$ cat config.mk
export PLATFORM = sky130hd
export DESIGN_NAME = header_value_extract
export DESIGN_NICKNAME = d
export VERILOG_FILES = /design/src/hdl/hve_pkg.sv /design/src/hdl/header_value_extract.sv
export SDC_FILE = /design/constraint.sdc
export NUM_CORES = 1
export LEC_CHECK = 0
export ABC_AREA = 1
export BUFFER_PORTS_ARGS = -buffer_cell sky130_fd_sc_hd__buf_4
export CAP_MARGIN = 20
export CORE_UTILIZATION = 44
export DETAILED_ROUTE_END_ITERATION = 10
export SLEW_MARGIN = 20
export SYNTH_ARGS = -nofsm -noshare
export SYNTH_HDL_FRONTEND = slang
export SYNTH_SLANG_ARGS = --single-unit
export TNS_END_PERCENT = 30
$ cat constraint.sdc
create_clock -name aclk -period 4.8 [get_ports aclk]
set_clock_uncertainty 0.1 [all_clocks]
set_input_delay 0.24 -clock aclk [delete_from_list [all_inputs] [get_ports aclk]]
set_output_delay 0.24 -clock aclk [all_outputs]
set_load 0.01 [all_outputs]
$ cat src/hdl/hve_pkg.sv
// Package for the header value extractor: item types, result kinds, scan
// phase and line-end codes, register indexes and name helpers.
// No dependencies.
package hve_pkg;

    // Longest header name that can match
    localparam int MAX_NAME_LEN = 16;
    localparam int NAME_LEN_W   = 5;
    localparam int NAME_BITS    = 8 * MAX_NAME_LEN;
    localparam int CFG_DATA_W   = 64;
    localparam int CFG_IDX_W    = 3;
    // Most results one input item can cause
    localparam int MAX_RESULTS  = 5;
    localparam int RES_IDX_W    = 3;

    // Configuration register indexes
    localparam logic [CFG_IDX_W-1:0] REG_FIRST_LOW   = 3'd0;
    localparam logic [CFG_IDX_W-1:0] REG_FIRST_HIGH  = 3'd1;
    localparam logic [CFG_IDX_W-1:0] REG_FIRST_LEN   = 3'd2;
    localparam logic [CFG_IDX_W-1:0] REG_SECOND_LOW  = 3'd3;
    localparam logic [CFG_IDX_W-1:0] REG_SECOND_HIGH = 3'd4;
    localparam logic [CFG_IDX_W-1:0] REG_SECOND_LEN  = 3'd5;

    // Result kinds
    localparam logic [1:0] KIND_BYTE = 2'd0;
    localparam logic [1:0] KIND_END  = 2'd1;
    localparam logic [1:0] KIND_DONE = 2'd2;

    // Scan phases
    localparam logic [2:0] PH_SKIP       = 3'd0;
    localparam logic [2:0] PH_AFTER_CR   = 3'd1;
    localparam logic [2:0] PH_LINE_START = 3'd2;
    localparam logic [2:0] PH_NAME       = 3'd3;
    localparam logic [2:0] PH_POST_NAME  = 3'd4;
    localparam logic [2:0] PH_LEAD       = 3'd5;
    localparam logic [2:0] PH_VALUE      = 3'd6;

    // Line end held back inside a value
    localparam logic [1:0] PEND_NONE = 2'd0;
    localparam logic [1:0] PEND_CR   = 2'd1;
    localparam logic [1:0] PEND_CRLF = 2'd2;
    localparam logic [1:0] PEND_LF   = 2'd3;

    // Characters
    localparam logic [7:0] CH_TAB   = 8'h09;
    localparam logic [7:0] CH_LF    = 8'h0A;
    localparam logic [7:0] CH_CR    = 8'h0D;
    localparam logic [7:0] CH_SPACE = 8'h20;
    localparam logic [7:0] CH_COLON = 8'h3A;

    typedef struct packed {
        logic [7:0] data_byte;
        logic       last_byte;
    } in_item_t;

    typedef struct packed {
        logic [1:0] kind;
        logic [7:0] value_byte;
        logic [7:0] match_count;
    } out_item_t;

    // ASCII lower-case fold
    function automatic logic [7:0] fold(input logic [7:0] c);
        logic [7:0] r;
        r = c;
        if (c >= 8'h41 && c <= 8'h5A) begin
            r = c + 8'd32;
        end
        return r;
    endfunction

    // Character at position pos of a packed name
    function automatic logic [7:0] name_char(input logic [NAME_BITS-1:0] name,
                                             input logic [3:0] pos);
        return name[8*pos +: 8];
    endfunction

endpackage

$ cat src/hdl/header_value_extract.sv
// Header value extractor top level: input register, per-byte scan logic
// and a result group register, drained one item per cycle while m_ready
// is high. Depends on hve_pkg.
//
// Usage:
//   s_ channel: one message byte per item (data_byte, last_byte marks the
//   final byte of the message). m_ channel: result items (value byte,
//   value end, search finished) with the running match count.
//   cfg_we/cfg_index/cfg_wdata write the two header names and lengths;
//   write only while the block is idle.
// Path: an accepted item is held in the input register; its results are
//   computed from it and loaded into the result group register once that
//   register is free, and are then offered on m_data in order.
// Throughput: one byte per cycle while each byte causes at most one
//   result and m_ready stays high. A byte with more results (up to five,
//   e.g. folded line end, value end, finish) holds the group till drained.
// Reset: aresetn low clears the scan state and both names (names disabled),
//   the first line is skipped again, no item is pending.
// Stall: with m_ready low the group register holds its results, the input
//   register still takes one more byte, then s_ready drops.
module header_value_extract
    import hve_pkg::*;
(
    input  logic                  aclk,
    input  logic                  aresetn,
    input  logic                  s_valid,
    output logic                  s_ready,
    input  in_item_t              s_data,
    output logic                  m_valid,
    input  logic                  m_ready,
    output out_item_t             m_data,
    input  logic                  cfg_we,
    input  logic [CFG_IDX_W-1:0]  cfg_index,
    input  logic [CFG_DATA_W-1:0] cfg_wdata
);

    // Configuration registers
    logic [NAME_BITS-1:0]  name_a_reg;
    logic [NAME_BITS-1:0]  name_b_reg;
    logic [NAME_LEN_W-1:0] len_a_reg;
    logic [NAME_LEN_W-1:0] len_b_reg;

    // Scan state
    logic [2:0]            phase_reg, phase_next;
    logic [NAME_LEN_W-1:0] pos_reg, pos_next;
    logic [1:0]            match_reg, match_next;
    logic [1:0]            pend_reg, pend_next;
    logic [7:0]            found_reg, found_next;
    logic                  done_reg, done_next;

    // Input register
    logic     in_valid_reg;
    in_item_t in_reg;

    // Result group register
    logic [1:0]           grp_kind_reg [MAX_RESULTS];
    logic [7:0]           grp_byte_reg [MAX_RESULTS];
    logic [RES_IDX_W-1:0] grp_cnt_reg;
    logic [RES_IDX_W-1:0] grp_idx_reg;
    logic [7:0]           grp_match_reg;

    // Results of the byte in the input register
    logic [1:0]           res_kind [MAX_RESULTS];
    logic [7:0]           res_byte [MAX_RESULTS];
    logic [RES_IDX_W-1:0] res_cnt;

    logic grp_last_taken;
    logic grp_free;
    logic proc_fire;

    // Handshake
    assign m_valid        = (grp_idx_reg != grp_cnt_reg);
    assign grp_last_taken = m_valid && m_ready && (grp_idx_reg == grp_cnt_reg - 3'd1);
    assign grp_free       = !m_valid || grp_last_taken;
    assign proc_fire      = in_valid_reg && grp_free;
    assign s_ready        = !in_valid_reg || proc_fire;

    assign m_data.kind        = grp_kind_reg[grp_idx_reg];
    assign m_data.value_byte  = grp_byte_reg[grp_idx_reg];
    assign m_data.match_count = grp_match_reg;

    // Name compare for one character
    function automatic logic [1:0] cmp_char(input logic [1:0] mt,
                                            input logic [NAME_LEN_W-1:0] pos,
                                            input logic [7:0] b,
                                            input logic [NAME_BITS-1:0] na,
                                            input logic [NAME_LEN_W-1:0] la,
                                            input logic [NAME_BITS-1:0] nb,
                                            input logic [NAME_LEN_W-1:0] lb);
        logic [1:0] r;
        logic       in_range;
        r = mt;
        in_range = (pos < NAME_LEN_W'(MAX_NAME_LEN));
        if (!(in_range && pos < la && fold(b) == fold(name_char(na, pos[3:0])))) begin
            r[0] = 1'b0;
        end
        if (!(in_range && pos < lb && fold(b) == fold(name_char(nb, pos[3:0])))) begin
            r[1] = 1'b0;
        end
        return r;
    endfunction

    // Per-byte scan step
    always_comb begin
        logic [7:0] b;
        logic       last;
        logic       blank;
        logic       do_value;
        logic       do_ls;
        logic       do_skip;
        logic       do_decide;
        logic       hit_a;
        logic       hit_b;
        logic       in_value;
        b          = in_reg.data_byte;
        last       = in_reg.last_byte;
        blank      = (b == CH_SPACE) || (b == CH_TAB);
        do_value   = 1'b0;
        do_ls      = 1'b0;
        do_skip    = 1'b0;
        do_decide  = 1'b0;
        phase_next = phase_reg;
        pos_next   = pos_reg;
        match_next = match_reg;
        pend_next  = pend_reg;
        found_next = found_reg;
        done_next  = done_reg;
        res_cnt    = '0;
        for (int i = 0; i < MAX_RESULTS; i++) begin
            res_kind[i] = KIND_BYTE;
            res_byte[i] = '0;
        end

        if (!done_reg) begin
            // Phase dispatch
            case (phase_reg)
                PH_SKIP: begin
                    do_skip = 1'b1;
                end
                PH_AFTER_CR: begin
                    if (b == CH_LF) begin
                        phase_next = PH_LINE_START;
                    end else begin
                        do_ls = 1'b1;
                    end
                end
                PH_LINE_START: begin
                    do_ls = 1'b1;
                end
                PH_NAME: begin
                    if (b > CH_SPACE && b != CH_COLON) begin
                        match_next = cmp_char(match_reg, pos_reg, b, name_a_reg,
                                              len_a_reg, name_b_reg, len_b_reg);
                        if (pos_reg <= NAME_LEN_W'(MAX_NAME_LEN)) begin
                            pos_next = pos_reg + 5'd1;
                        end
                    end else if (blank) begin
                        phase_next = PH_POST_NAME;
                    end else if (b == CH_COLON) begin
                        do_decide = 1'b1;
                    end else begin
                        do_skip = 1'b1;
                    end
                end
                PH_POST_NAME: begin
                    if (b == CH_COLON) begin
                        do_decide = 1'b1;
                    end else if (!blank) begin
                        do_skip = 1'b1;
                    end
                end
                PH_LEAD: begin
                    if (!blank) begin
                        phase_next = PH_VALUE;
                        pend_next  = PEND_NONE;
                        do_value   = 1'b1;
                    end
                end
                PH_VALUE: begin
                    do_value = 1'b1;
                end
                default: begin
                    phase_next = PH_SKIP;
                end
            endcase

            // Value bytes, with line ends held until folding is known
            if (do_value) begin
                case (pend_next)
                    PEND_NONE: begin
                        if (b == CH_TAB || b >= CH_SPACE) begin
                            res_kind[res_cnt] = KIND_BYTE;
                            res_byte[res_cnt] = b;
                            res_cnt = res_cnt + 3'd1;
                        end else if (b == CH_CR) begin
                            pend_next = PEND_CR;
                        end else if (b == CH_LF) begin
                            pend_next = PEND_LF;
                        end else begin
                            res_kind[res_cnt] = KIND_END;
                            res_cnt = res_cnt + 3'd1;
                            res_kind[res_cnt] = KIND_DONE;
                            res_cnt = res_cnt + 3'd1;
                            pend_next = PEND_NONE;
                            done_next = 1'b1;
                        end
                    end
                    PEND_CR: begin
                        if (b == CH_LF) begin
                            pend_next = PEND_CRLF;
                        end else if (blank) begin
                            res_kind[res_cnt] = KIND_BYTE;
                            res_byte[res_cnt] = CH_CR;
                            res_cnt = res_cnt + 3'd1;
                            res_kind[res_cnt] = KIND_BYTE;
                            res_byte[res_cnt] = b;
                            res_cnt = res_cnt + 3'd1;
                            pend_next = PEND_NONE;
                        end else begin
                            res_kind[res_cnt] = KIND_END;
                            res_cnt = res_cnt + 3'd1;
                            pend_next = PEND_NONE;
                            do_ls = 1'b1;
                        end
                    end
                    default: begin
                        if (blank) begin
                            if (pend_next == PEND_CRLF) begin
                                res_kind[res_cnt] = KIND_BYTE;
                                res_byte[res_cnt] = CH_CR;
                                res_cnt = res_cnt + 3'd1;
                            end
                            res_kind[res_cnt] = KIND_BYTE;
                            res_byte[res_cnt] = CH_LF;
                            res_cnt = res_cnt + 3'd1;
                            res_kind[res_cnt] = KIND_BYTE;
                            res_byte[res_cnt] = b;
                            res_cnt = res_cnt + 3'd1;
                            pend_next = PEND_NONE;
                        end else begin
                            res_kind[res_cnt] = KIND_END;
                            res_cnt = res_cnt + 3'd1;
                            pend_next = PEND_NONE;
                            do_ls = 1'b1;
                        end
                    end
                endcase
            end

            // Start of a line: folded, empty, or a new name
            if (do_ls) begin
                if (blank) begin
                    phase_next = PH_SKIP;
                end else if (b > CH_SPACE && b != CH_COLON) begin
                    match_next = cmp_char(2'b11, '0, b, name_a_reg, len_a_reg,
                                          name_b_reg, len_b_reg);
                    pos_next   = 5'd1;
                    phase_next = PH_NAME;
                end else begin
                    res_kind[res_cnt] = KIND_DONE;
                    res_cnt = res_cnt + 3'd1;
                    done_next = 1'b1;
                end
            end

            // Rest of a line that is not scanned
            if (do_skip) begin
                if (b == CH_TAB || b >= CH_SPACE) begin
                    phase_next = PH_SKIP;
                end else if (b == CH_CR) begin
                    phase_next = PH_AFTER_CR;
                end else if (b == CH_LF) begin
                    phase_next = PH_LINE_START;
                end else begin
                    res_kind[res_cnt] = KIND_DONE;
                    res_cnt = res_cnt + 3'd1;
                    done_next = 1'b1;
                end
            end

            // Colon: did either name match in full
            if (do_decide) begin
                hit_a = match_reg[0] && len_a_reg != '0 &&
                        len_a_reg <= NAME_LEN_W'(MAX_NAME_LEN) && pos_reg == len_a_reg;
                hit_b = match_reg[1] && len_b_reg != '0 &&
                        len_b_reg <= NAME_LEN_W'(MAX_NAME_LEN) && pos_reg == len_b_reg;
                if (hit_a || hit_b) begin
                    if (found_reg != 8'hFF) begin
                        found_next = found_reg + 8'd1;
                    end
                    pend_next  = PEND_NONE;
                    phase_next = PH_LEAD;
                end else begin
                    phase_next = PH_SKIP;
                end
            end else begin
                hit_a = 1'b0;
                hit_b = 1'b0;
            end

            // Last byte closes an open value and the search
            if (last && !done_next) begin
                in_value = (phase_next == PH_LEAD) || (phase_next == PH_VALUE);
                if (in_value) begin
                    res_kind[res_cnt] = KIND_END;
                    res_cnt = res_cnt + 3'd1;
                end
                res_kind[res_cnt] = KIND_DONE;
                res_cnt = res_cnt + 3'd1;
            end else begin
                in_value = 1'b0;
            end
        end else begin
            hit_a    = 1'b0;
            hit_b    = 1'b0;
            in_value = 1'b0;
        end

        // Every last byte rearms the scan
        if (last) begin
            phase_next = PH_SKIP;
            pos_next   = '0;
            match_next = 2'b11;
            pend_next  = PEND_NONE;
            done_next  = 1'b0;
        end
    end

    // Count shown with this byte's results is the count before rearm
    logic [7:0] res_match;
    assign res_match = found_next;

    // Configuration writes
    always_ff @(posedge aclk) begin
        if (!aresetn) begin
            name_a_reg <= '0;
            name_b_reg <= '0;
            len_a_reg  <= '0;
            len_b_reg  <= '0;
        end else if (cfg_we) begin
            unique case (cfg_index)
                REG_FIRST_LOW:   name_a_reg[CFG_DATA_W-1:0]         <= cfg_wdata;
                REG_FIRST_HIGH:  name_a_reg[NAME_BITS-1:CFG_DATA_W] <= cfg_wdata;
                REG_FIRST_LEN:   len_a_reg  <= cfg_wdata[NAME_LEN_W-1:0];
                REG_SECOND_LOW:  name_b_reg[CFG_DATA_W-1:0]         <= cfg_wdata;
                REG_SECOND_HIGH: name_b_reg[NAME_BITS-1:CFG_DATA_W] <= cfg_wdata;
                REG_SECOND_LEN:  len_b_reg  <= cfg_wdata[NAME_LEN_W-1:0];
                default: ;
            endcase
        end
    end

    // Input register
    always_ff @(posedge aclk) begin
        if (!aresetn) begin
            in_valid_reg <= 1'b0;
        end else if (s_ready) begin
            in_valid_reg <= s_valid;
        end
    end

    always_ff @(posedge aclk) begin
        if (s_ready && s_valid) begin
            in_reg <= s_data;
        end
    end

    // Scan state and result group
    always_ff @(posedge aclk) begin
        if (!aresetn) begin
            phase_reg   <= PH_SKIP;
            pos_reg     <= '0;
            match_reg   <= 2'b11;
            pend_reg    <= PEND_NONE;
            found_reg   <= '0;
            done_reg    <= 1'b0;
            grp_cnt_reg <= '0;
            grp_idx_reg <= '0;
        end else if (proc_fire) begin
            phase_reg   <= phase_next;
            pos_reg     <= pos_next;
            match_reg   <= match_next;
            pend_reg    <= pend_next;
            found_reg   <= in_reg.last_byte ? 8'd0 : found_next;
            done_reg    <= done_next;
            grp_cnt_reg <= res_cnt;
            grp_idx_reg <= '0;
        end else if (m_valid && m_ready) begin
            grp_idx_reg <= grp_idx_reg + 3'd1;
        end
    end

    always_ff @(posedge aclk) begin
        if (proc_fire) begin
            grp_match_reg <= res_match;
            for (int i = 0; i < MAX_RESULTS; i++) begin
                grp_kind_reg[i] <= res_kind[i];
                grp_byte_reg[i] <= res_byte[i];
            end
        end
    end

endmodule
After elaboration in Yosys (flattened, before gate mapping)
Memories as Yosys holds them, arrays and structs flattened. A register that Yosys moved wholly into a read port is not among the register bits.
Index checks and enable logic that the tools add are counted.
- register bits after elaboration: 311
- bits in writable memories: 50
- bits of input ports: 81
- output and inout port bits: 20
- word-level logic and storage cells: 388
- memories kept: 2
- memory list (memory ; depth ; width ; rd ports ; clocked after memory_dff ; write ports ; line ; text):
    grp_byte_reg ; 5 ; 8 ; 1 ; 1 ; 5 ; header_value_extract.sv:57 ; logic [7:0] grp_byte_reg [MAX_RESULTS];
    grp_kind_reg ; 5 ; 2 ; 1 ; 1 ; 5 ; header_value_extract.sv:56 ; logic [1:0] grp_kind_reg [MAX_RESULTS];
- add/subtract/negate cells: 15
- order comparisons: 32
- equal/unequal tests: 31
- shift-type cells: 2
- multiplexer cells: 209
- bitwise logic cells: 26
- reductions and logical operators: 53
- operators with widths (kind ; number):
    $mux W8 ; 38
    $shiftx A128 B8 Y8 ; 2
    $mux W10 ; 16
    $mux W3 ; 45
    $mux W40 ; 3
    $mux W2 ; 36
    $demux W8 S3 ; 2
    $add A8 B6 Y8 const B ; 5
    $bwmux W40 ; 1
    $ge A8 B7 Y1 const B ; 5
    $le A8 B7 Y1 const B ; 5
    $mux W5 ; 8
    $mux W1 ; 38
    $demux W2 S3 ; 6
    $eq A8 B8 Y1 ; 4
    $pmux W8 S2 ; 2
    $and A30 B30 Y30 ; 1
    $not A30 Y30 ; 1
    $logic_and A1 B1 Y1 ; 29
    $eq A8 B4 Y1 const B ; 3
    $ge A4 B4 Y1 const B ; 6
    $lt A4 B1 Y1 const B ; 6
    $mux W12 ; 2
    $mux W24 ; 1
    46 further kinds ; 103

Logic depth before layout (Yosys ltp)
Gate-level depths: netlist of run 1.
- depth after elaboration: 41
- gate-level depth with buffers: 31
- mapped depth without buffers: 31

Worst setup path after synthesis of run 1
Ideal clock, no wire load.
- kind: register -> register
- start point: register in_reg[6] (netlist name)
- end point: register grp_cnt_reg[1]
- library setup time: 0.122 ns
- data arrival time: 3.641 ns
- required time: 4.578 ns
- setup slack: 0.937 ns
- stages on the path, launching flop included: 26
- path buffers: 0
- clock period less this slack: 3.863 ns
- path through: edfxtp_1 -> ha_1 -> nand2_2 -> nor2_4 -> nand2_4 -> nand3_2 -> nand2_1 -> nand2_2 -> inv_2 -> nand2_1 -> inv_2 -> o21ai_1 -> inv_1 -> ha_1 -> inv_1 -> o21ai_1 -> inv_1 -> ha_1 -> nand2_1 -> nand2_2 -> ha_1 -> nand2_2 -> nand2_4 -> ha_1 -> o21ai_0 -> o22ai_1
- word-level cells in the longest chain between the ends: 35
- elaborated cells on any way between the ends: 103
- classes of those cells: add/sub (6); order compare (2); eq/ne (10); mux (78); reduce/logical (7)
- RTL lines (what ; line ; text):
    from (decl) ; header_value_extract.sv:53 ; in_item_t in_reg;
    from (signal assigned) ; header_value_extract.sv:364 ; in_reg <= s_data;
    $eq A8 B6 Y1 or $eq A8 B4 Y1 (tied branches) ; header_value_extract.sv:117, header_value_extract.sv:191, header_value_extract.sv:268 ;
    $logic_or A1 B1 Y1 ; header_value_extract.sv:117 ; blank = (b == CH_SPACE) || (b == CH_TAB);
    $mux W2 ; header_value_extract.sv:173 ; if (!blank) begin
    $mux W2 ; header_value_extract.sv:136 ; case (phase_reg)
    $mux W2 ; header_value_extract.sv:134 ; if (!done_reg) begin
    $eq A2 B2 Y1 ; header_value_extract.sv:228 ; if (pend_next == PEND_CRLF) begin
    $mux W1 ; header_value_extract.sv:228 ;
    $mux W3 ; header_value_extract.sv:227 ; if (blank) begin
    (+19 left out) ; -- ;
    $mux W3 ; header_value_extract.sv:134 ;
    $add A3 B1 Y3 ; header_value_extract.sv:306 ; res_cnt = res_cnt + 3'd1;
    $mux W3 ; header_value_extract.sv:304 ; if (in_value) begin
    $mux W3 ; header_value_extract.sv:302 ; if (last && !done_next) begin
    $mux W3 ; header_value_extract.sv:134 ;
    $add A3 B1 Y3 ; header_value_extract.sv:309 ; res_cnt = res_cnt + 3'd1;
    $mux W3 * ; header_value_extract.sv:302 ;
    $mux W3 * ; header_value_extract.sv:134 ;
    to (signal assigned) ; header_value_extract.sv:386 ; grp_cnt_reg <= res_cnt;
    to (decl) ; header_value_extract.sv:58 ; logic [RES_IDX_W-1:0] grp_cnt_reg;
Mark *: on every way between the ends. The rest lies on a longest branch, timed or not. The select of a mux whose other input is x is not followed.
A chain may end at the register's enable or synchronous reset.

Final worst setup path of run 1
Ends and elaborated chain as after synthesis.

==> run metrics, run 1 <==
Detail Route Antenna Nets 0; htree depth 2; final worst slack 0.361 ns; Distinct cells, synth 50; area grow syn2layout 18.3%; Final Util 52.7%; final hold slack 0.0457 ns; drt via density 5.35; Cell Count, Final, Fillers Out 3075; outcome finished clean; count of warnings emitted by yosys 0; P_leak 8.49 nW; clock slew at reported path FFs 0.06 ns; Core Area 38600 sq um; share of cells above drive strength 1 10.7%; Max-Cap Viols 0; clock root buffer clkbuf_16; Tot Pwr between 7 and 8 mW; fillers 3860; I/O pin total 101; Hold Crit Start aresetn; PwrDens 355 nW/um^2; GRT Total Usage 28.2%; diodes inserted 0; maximum VDD drop 0.277 mV; Layout Nets 2637; endpoints failing setup 0; Routed WL 55.8 mm; area share of the largest cell type after synthesis 34.5%; die width 200 um; crit end category register; most common cell after layout, fill and taps aside nor2_1; RSZ-0062 raised after global routing no; worst min-delay path category primary input to register; Post-Synth Adder-Cell Area 2.03%; die area ~40000 sq um; critical path fanouts, max 11; placed wire-length estimate roughly 37 mm; Synth Area in Compound Gates 21.3%; Congestion Overflow GR 0; commonest non-fill, non-tap cells in the layout nor2_1, o21ai_0, nand2_1; Avg Cell Area, Syn between 7 and 8 sq um; Clock Sinks between 300 and 400; pre-CTS WS 0.398 ns; max frequency 0.225 GHz; combinational family with the most area after synthesis simple AND/OR/NAND/NOR gates; clk_lat worst skew roughly 0.57 ns; largest net degree at the start of global routing 160; cell area after layout 20400 sq um; post-CTS sizing 0; Required @ worst endpoint 5.13 ns; Initial Util between 40 and 50%; register area share after synthesis 43.4%; # rows 72; total number of vias roughly 16000; Post-Synthesis Cells between 2000 and 2500; Starting DRT DRC Count 1170; placed cells 2929; Final Wtd Congestion about 0.95; Pre-antenna DRT Iters 6; CP Launch Point in_reg[6]; Post-synth EDFFs a little over 50; max_slew headroom 28.4%; initial antenna violation count 0; #FFs+latches synth 348; post-synthesis mux area share 0%; slew at the pin closest to its max-slew limit around 1.1 ns; CTS tree done; total negative slack 0 ns; dpl cell area 18300 sq um; wire length per cell around 18 um; Final Cycle Share 92.5%; CP Launch Type register; chip height 200 um; r2r startpoint in_reg[6]; CTS Buf Count 40; DRC viols 0; largest cells by area after synthesis dfxtp_1, o21ai_0, nor2_1; global-route wire length before repair 86.4 mm; crit path time final 4.44 ns; dominant synthesized flop cell dfxtp_1; area leader, netlist dfxtp_1; mapped cell area roughly 17000 sq um; Setup Crit Path Kind register to register; xor-xnor portion of the synthesized cell area 1.53%; crit path DAT 4.77 ns; vias in the first global route 15307; Longest Clk Path Bufs 3; port bufs 100; Fin. Hold Viols 0; Post-CTS Setup Bufs 0; final-report max-slew violation count 0; ys async rst share 0%; Post-Synth Simple-Gate Area 23.6%
==> area by class of cell <==
type	instances	area (sq um)	share of cell area [%]
clock inverters	14	140	0.688
clock buffers	57	1190	5.82
well taps	518	648	3.18
multi-input cells	1730	8400	41.2
flip-flops and latches	348	7480	36.7
inverters	215	815	4.00
repair buffers	193	1700	8.36
==> cell usage after synthesis (all sizes together) (2+ instances only) <==
cell type / n
nor2: 517
o21ai: 434
nand2: 333
dfxtp: 297
inv: 213
a21oi: 210
clkbuf: 117
nand3: 58
edfxtp: 51
ha: 28
buf: 25
nor3: 20
o22ai: 20
nand4: 18
o211ai: 18
xor2: 16
xnor2: 14
nor4: 8
o31ai: 7
a31oi: 4
o21a: 3
or2: 3
a221oi: 2
clkinv: 2
nand3b: 2
o2111ai: 2
==> worst max-delay path, cell delays in order (launching register included) <==
cell,delay [ns]
edfxtp_1,0.57
ha_1,0.23
nand2_2,0.07
nor2_4,0.12
nand2_4,0.07
nand2_4,0.18
nor2_4,0.05
inv_2,0.10
or2_1,0.15
nor2_2,0.05
nand2_1,0.11
inv_2,0.04
o21ai_1,0.27
inv_1,0.11
ha_1,0.29
inv_1,0.03
o21ai_1,0.20
inv_1,0.07
ha_1,0.29
nand2_1,0.08
nand2_2,0.11
ha_1,0.34
nand2_2,0.09
nand2_4,0.06
ha_1,0.28
o21ai_0,0.17
o22ai_1,0.08
==> kinds of logic (layout without fill, tap and decap cells) <==
family                   count (synthesis)  after routing
AND/OR/NAND/NOR                        961            961
AO/OA/AOI/OAI                          703            703
flip-flops                             348            348
adder cells (fa/ha/maj)                 28             28
buffers and inverters                  357            479
XOR/XNOR                                30             30
other                                    1              8
==> per-layer routing <==
layer,track usage [%],vias up,routed length [um]
li1,-,8189,-
met2,47.0,461,26100
met5,0,-,0
met3,3.95,104,2750
met1,37.2,7688,25000
met4,10.2,0,1900
==> repair_timing <==
item,in CTS,in global routing
hold buffers,75,0
hold endpoints to repair,271,0
setup endpoints to repair,0,0
==> worst paths after layout <==
check	depth (start not counted)	end	slack (ns)
worst min-delay path	3	name_b_reg[30]	0.05
worst max-delay path	26	grp_cnt_reg[1]	0.36
worst max register to register	26	grp_cnt_reg[1]	0.36
worst min register to register	2	name_b_reg[35]	0.34
==> power breakdown <==
| group | total, mW | switching [mW] | internal (mW) |
|---|---|---|---|
| clock | 3.09 | 1.26 | 1.83 |
| combinational | 0.979 | 0.635 | 0.345 |
| sequential | 3.16 | 0.0731 | 3.09 |
| total | 7.23 | 1.97 | 5.26 |
Note: power is estimated with default switching activity, not from simulation.
==> run 2: changes to the inputs <==
- CTS_BUF_LIST: not set -> sky130_fd_sc_hd__clkbuf_4 sky130_fd_sc_hd__clkbuf_8
- clock period: 4.8 -> 3.7 ns (I/O delays scaled with it)
==> run metrics, run 2 (synthesized netlist as in run 1, its figures left out) <==
GRT Total Usage 28.3%; critical path's top delay family simple AND/OR/NAND/NOR gates; global-route wire length before repair 87.4 mm; wire length per cell 17.7 um; crit end category register; slew at the pin closest to its max-slew limit about 1.1 ns; Pre-antenna DRT Iters 5; Longest Clk Path Bufs 3; CTS tree done; final-report max-slew violation count 0; Buf/Inv on CP 6; vias in the first global route 15717; clock slew at reported path FFs 0.06 ns; max frequency 0.281 GHz; crit path DAT 3.85 ns; placed wire-length estimate 37.3 mm; share of cells above drive strength 1 14.6%; clock root buffer clkbuf_8; final worst slack around 0.14 ns; commonest non-fill, non-tap cells in the layout nor2_1, o21ai_0, nand2_1; r2r startpoint in_reg[6]; PwrDens approximately 440 nW/um^2; Clock Sinks 348; crit path time final 3.56 ns; drt via density approximately 5.3; RSZ-0062 raised after global routing yes; endpoints failing setup 0; area grow syn2layout 21.9%; worst reg2reg path depth 26; total number of vias 16729; area taken by multi-input logic gates approximately 8500 sq um; Layout Nets 2709; Core Area around 39000 sq um; Detail Route Antenna Nets 0; die width 200 um; maximum VDD drop approximately 0.3 mV; Hold Crit Start cfg_index[0]; Routed WL roughly 56 mm; Final Cycle Share 96.2%; CTS Buf Count slightly below 60; Starting DRT DRC Count 1244; htree depth 2; I/O pin total 101; CP max-delay cell edfxtp_1; Setup Crit Path Kind register to register; # rows 72; fillers 3777; most frequent CP cell nand2_2; critical path fanouts, max 7; dpl cell area 18700 sq um; Fin. Hold Viols 0; cell area after layout 21000 sq um; pre-CTS WS 0.0599 ns; port bufs 100; Required @ worst endpoint 3.99 ns; DRC viols 0; Initial Util 44.6%; Congestion Overflow GR 0; largest net degree at the start of global routing 249; max_slew headroom between 20% and 30%; Max-Cap Viols 0; initial antenna violation count 2; CP max stage delay 0.46 ns; diodes inserted 0; most common cell after layout, fill and taps aside nor2_1; chip height 200 um; CP Launch Point in_reg[6]; clk_lat worst skew 0.66 ns; Final Wtd Congestion 0.899; worst min-delay path category primary input to register; FF+latch area 7480 sq um; CP Launch Type register; outcome finished clean; Hold Path Depth 4; P_leak just under 9 nW; die area 39900 sq um; Crit path depth 26
## run 2: report_power, final
part           switching [mW]  internal (mW)  leakage (nW)
Sequential             0.0952           4.01          2.89
Combinational           0.835          0.488          5.25
Clock                    1.62           2.23         0.714
## run 2: final timing paths
path                         to  slack, ns
max          grp_kind_reg[0][1]       0.14
min                len_a_reg[3]       0.06
max reg2reg  grp_kind_reg[0][1]       0.14
min reg2reg      name_b_reg[32]       0.34
## run 2: per-layer routing
metal	vias to the layer above	GRT usage, %	share of wire (%)
met5	-	0	0.018
met4	2	11.2	3.0
met3	83	3.56	5.0
met2	464	46.5	47
met1	7848	37.7	45
li1	8332	-	-
## run 2: worst min-delay path, cell delays in order
cell and delay [ns]:
buf_4 0.11, inv_1 0.05, nand3_1 0.29, a21oi_1 0.11
## run 2: area by class of cell
cell class | instances | share of cell area, %
multi-input cells | 1730 | 40.6
flip-flops and latches | 348 | 35.6
repair buffers | 247 | 10.4
clock buffers | 102 | 5.88
inverters | 215 | 3.90
well taps | 518 | 3.09
clock inverters | 8 | 0.471
## run 2: what timing repair did
action	CTS	global route
resized for setup	0	25
hold buffers	79	0
setup buffers	0	11
setup endpoints to repair	0	7
hold endpoints to repair	299	0
## run 2: per-stage QoR
stage                     util [%]  power, mW  instances  setup TNS [ns]  hold WS, ns
after floorplan                  -       4.91       2435               0        0.184
after global placement        48.3       5.41       2968               0        0.276
after detailed placement      48.3       5.42       2968               0        0.277
after CTS                     53.8       9.32       3157               0       0.0220
after global routing          54.3       9.68       3168          -0.287       0.0781
final                         54.3       9.27       3168               0       0.0564
==> run 3: changes to the inputs <==
- SETUP_SLACK_MARGIN: not set -> 0.3
==> run metrics, run 3 (synthesized netlist as in run 1, its figures left out) <==
Clock Sinks 348; CP max stage delay around 0.42 ns; max_slew headroom 41.6%; Congestion Overflow GR 0; wire length per cell 17.8 um; PwrDens 443 nW/um^2; dpl cell area 18600 sq um; pre-CTS WS a little over 0.08 ns; endpoints failing setup 0; Max-Cap Viols 0; crit end category register; commonest non-fill, non-tap cells in the layout nor2_1, o21ai_0, nand2_1; Initial Util 44.6%; Routed WL between 50 and 60 mm; P_leak between 8 and 9 nW; drt via density 5.29; GRT Total Usage 28.4%; RSZ-0062 raised after global routing yes; Layout Nets 2709; global-route wire length before repair 87.9 mm; Core Area a little under 40000 sq um; Fin. Hold Viols 0; Final Cycle Share about 96%; worst min-delay path category primary input to register; share of cells above drive strength 1 approximately 15%; final-report max-slew violation count 0; diodes inserted 0; Detail Route Antenna Nets 0; Final Wtd Congestion ~0.92; outcome finished clean; CTS Buf Count 60; initial antenna violation count 0; clock slew at reported path FFs 0.06 ns; total number of vias around 17000; most frequent CP cell inv_2; area grow syn2layout 22.0%; slew at the pin closest to its max-slew limit 0.875 ns; critical path fanouts, max 4; final worst slack around 0.17 ns; Longest Clk Path Bufs 3; chip height between 150 and 200 um; DRC viols 0; most common cell after layout, fill and taps aside nor2_1; vias in the first global route 15794; Starting DRT DRC Count about 1200; cell area after layout 21000 sq um; Required @ worst endpoint 3.98 ns; CP max-delay cell edfxtp_1; CTS tree done; largest net degree at the start of global routing approximately 200; crit path time final 3.53 ns; # rows 72; clk_lat worst skew 0.65 ns; crit path DAT roughly 3.8 ns; htree depth 2; port bufs 100; CP Launch Type register; die area 39900 sq um; max frequency 0.283 GHz; I/O pin total 101; Pre-antenna DRT Iters 5; placed wire-length estimate about 37 mm; maximum VDD drop 0.338 mV; clock root buffer clkbuf_8; die width 200 um; Setup Crit Path Kind register to register
run 3: cell types whose count changed in the layout (fill, tap and decap cells not counted), moves of 2 or more:
| cell | change |
|---|---|
| buf_12 | -2 |
| buf_4 | -7 |
| buf_6 | +3 |
| clkbuf_4 | -10 |
| clkbuf_8 | +2 |
| clkinv_1 | +3 |
| clkinv_2 | +5 |
| dlygate4sd3_1 | +5 |
| ha_1 | -2 |
| ha_4 | +2 |
| nand2_2 | -3 |
| nand2_4 | +4 |
| nor2_1 | -3 |
| nor2_2 | +4 |
run 3: final timing paths:
| check | from | end | slack [ns] | depth (start not counted) |
|---|---|---|---|---|
| worst min register to register | name_b_reg[60] | name_b_reg[60] | 0.34 | 2 |
| worst max register to register | in_reg[7] | grp_kind_reg[0][1] | 0.17 | 30 |
| worst min-delay path | s_data[0] | in_reg[0] | 0.16 | 2 |
| worst max-delay path | in_reg[7] | grp_kind_reg[0][1] | 0.17 | 30 |
run 3: through the flow:
step	power [mW]	instances	utilization (%)	TNS [ns]	hold WS, ns
floorplan	4.91	2435	-	0	0.184
global placement	5.40	2955	48.0	0	0.277
detailed placement	5.41	2955	48.0	0	0.275
CTS	9.37	3163	54.2	0	0.130
global route	9.72	3167	54.4	-0.0400	0.136
finish	9.32	3167	54.4	0	0.160
run 3: layout make-up:
cell class / count / area (sq um)
Sequential cell: 348 / 7480
Timing Repair Buffer: 245 / 2150
Fill cell: 3761 / 17600
Tap cell: 518 / 648
Multi-Input combinational cell: 1730 / 8570
Inverter: 215 / 817
Clock buffer: 94 / 1190
Clock inverter: 17 / 161
run 3: where the power goes:
group	switching, mW	internal [mW]	leakage, nW	total (mW)
sequential	0.0914	4.01	2.89	4.10
clock	1.63	2.24	0.714	3.87
combinational	0.849	0.494	5.23	1.34
run 3: timing repair:
| action | 4_1_cts | 5_1_grt |
|---|---|---|
| endpoints found under the hold margin | 294 | 0 |
| hold buffers | 84 | 0 |
| gates resized for setup | 17 | 16 |
| endpoints found under the setup margin | 7 | 10 |
| pin swaps | 22 | 18 |
| buffers inserted | 13 | 4 |
run 3: critical path, delay by kind of cell (launching register included):
kind / cells / cell delay, ns
DFF: 1 / 0.42
and+or+nand+nor: 15 / 1.04
AOI/OAI and AO/OA: 3 / 0.37
buffers and inverters: 8 / 0.54
adders and majority gates: 4 / 0.80
run 3: routing by layer:
layer | vias up | global-route usage (%) | share of wire (%)
met3 | 102 | 3.43 | 5.0
met5 | - | 0 | 0
li1 | 8333 | - | -
met1 | 7867 | 37.3 | 45
met2 | 467 | 48.0 | 47
met4 | 0 | 10.3 | 3.1
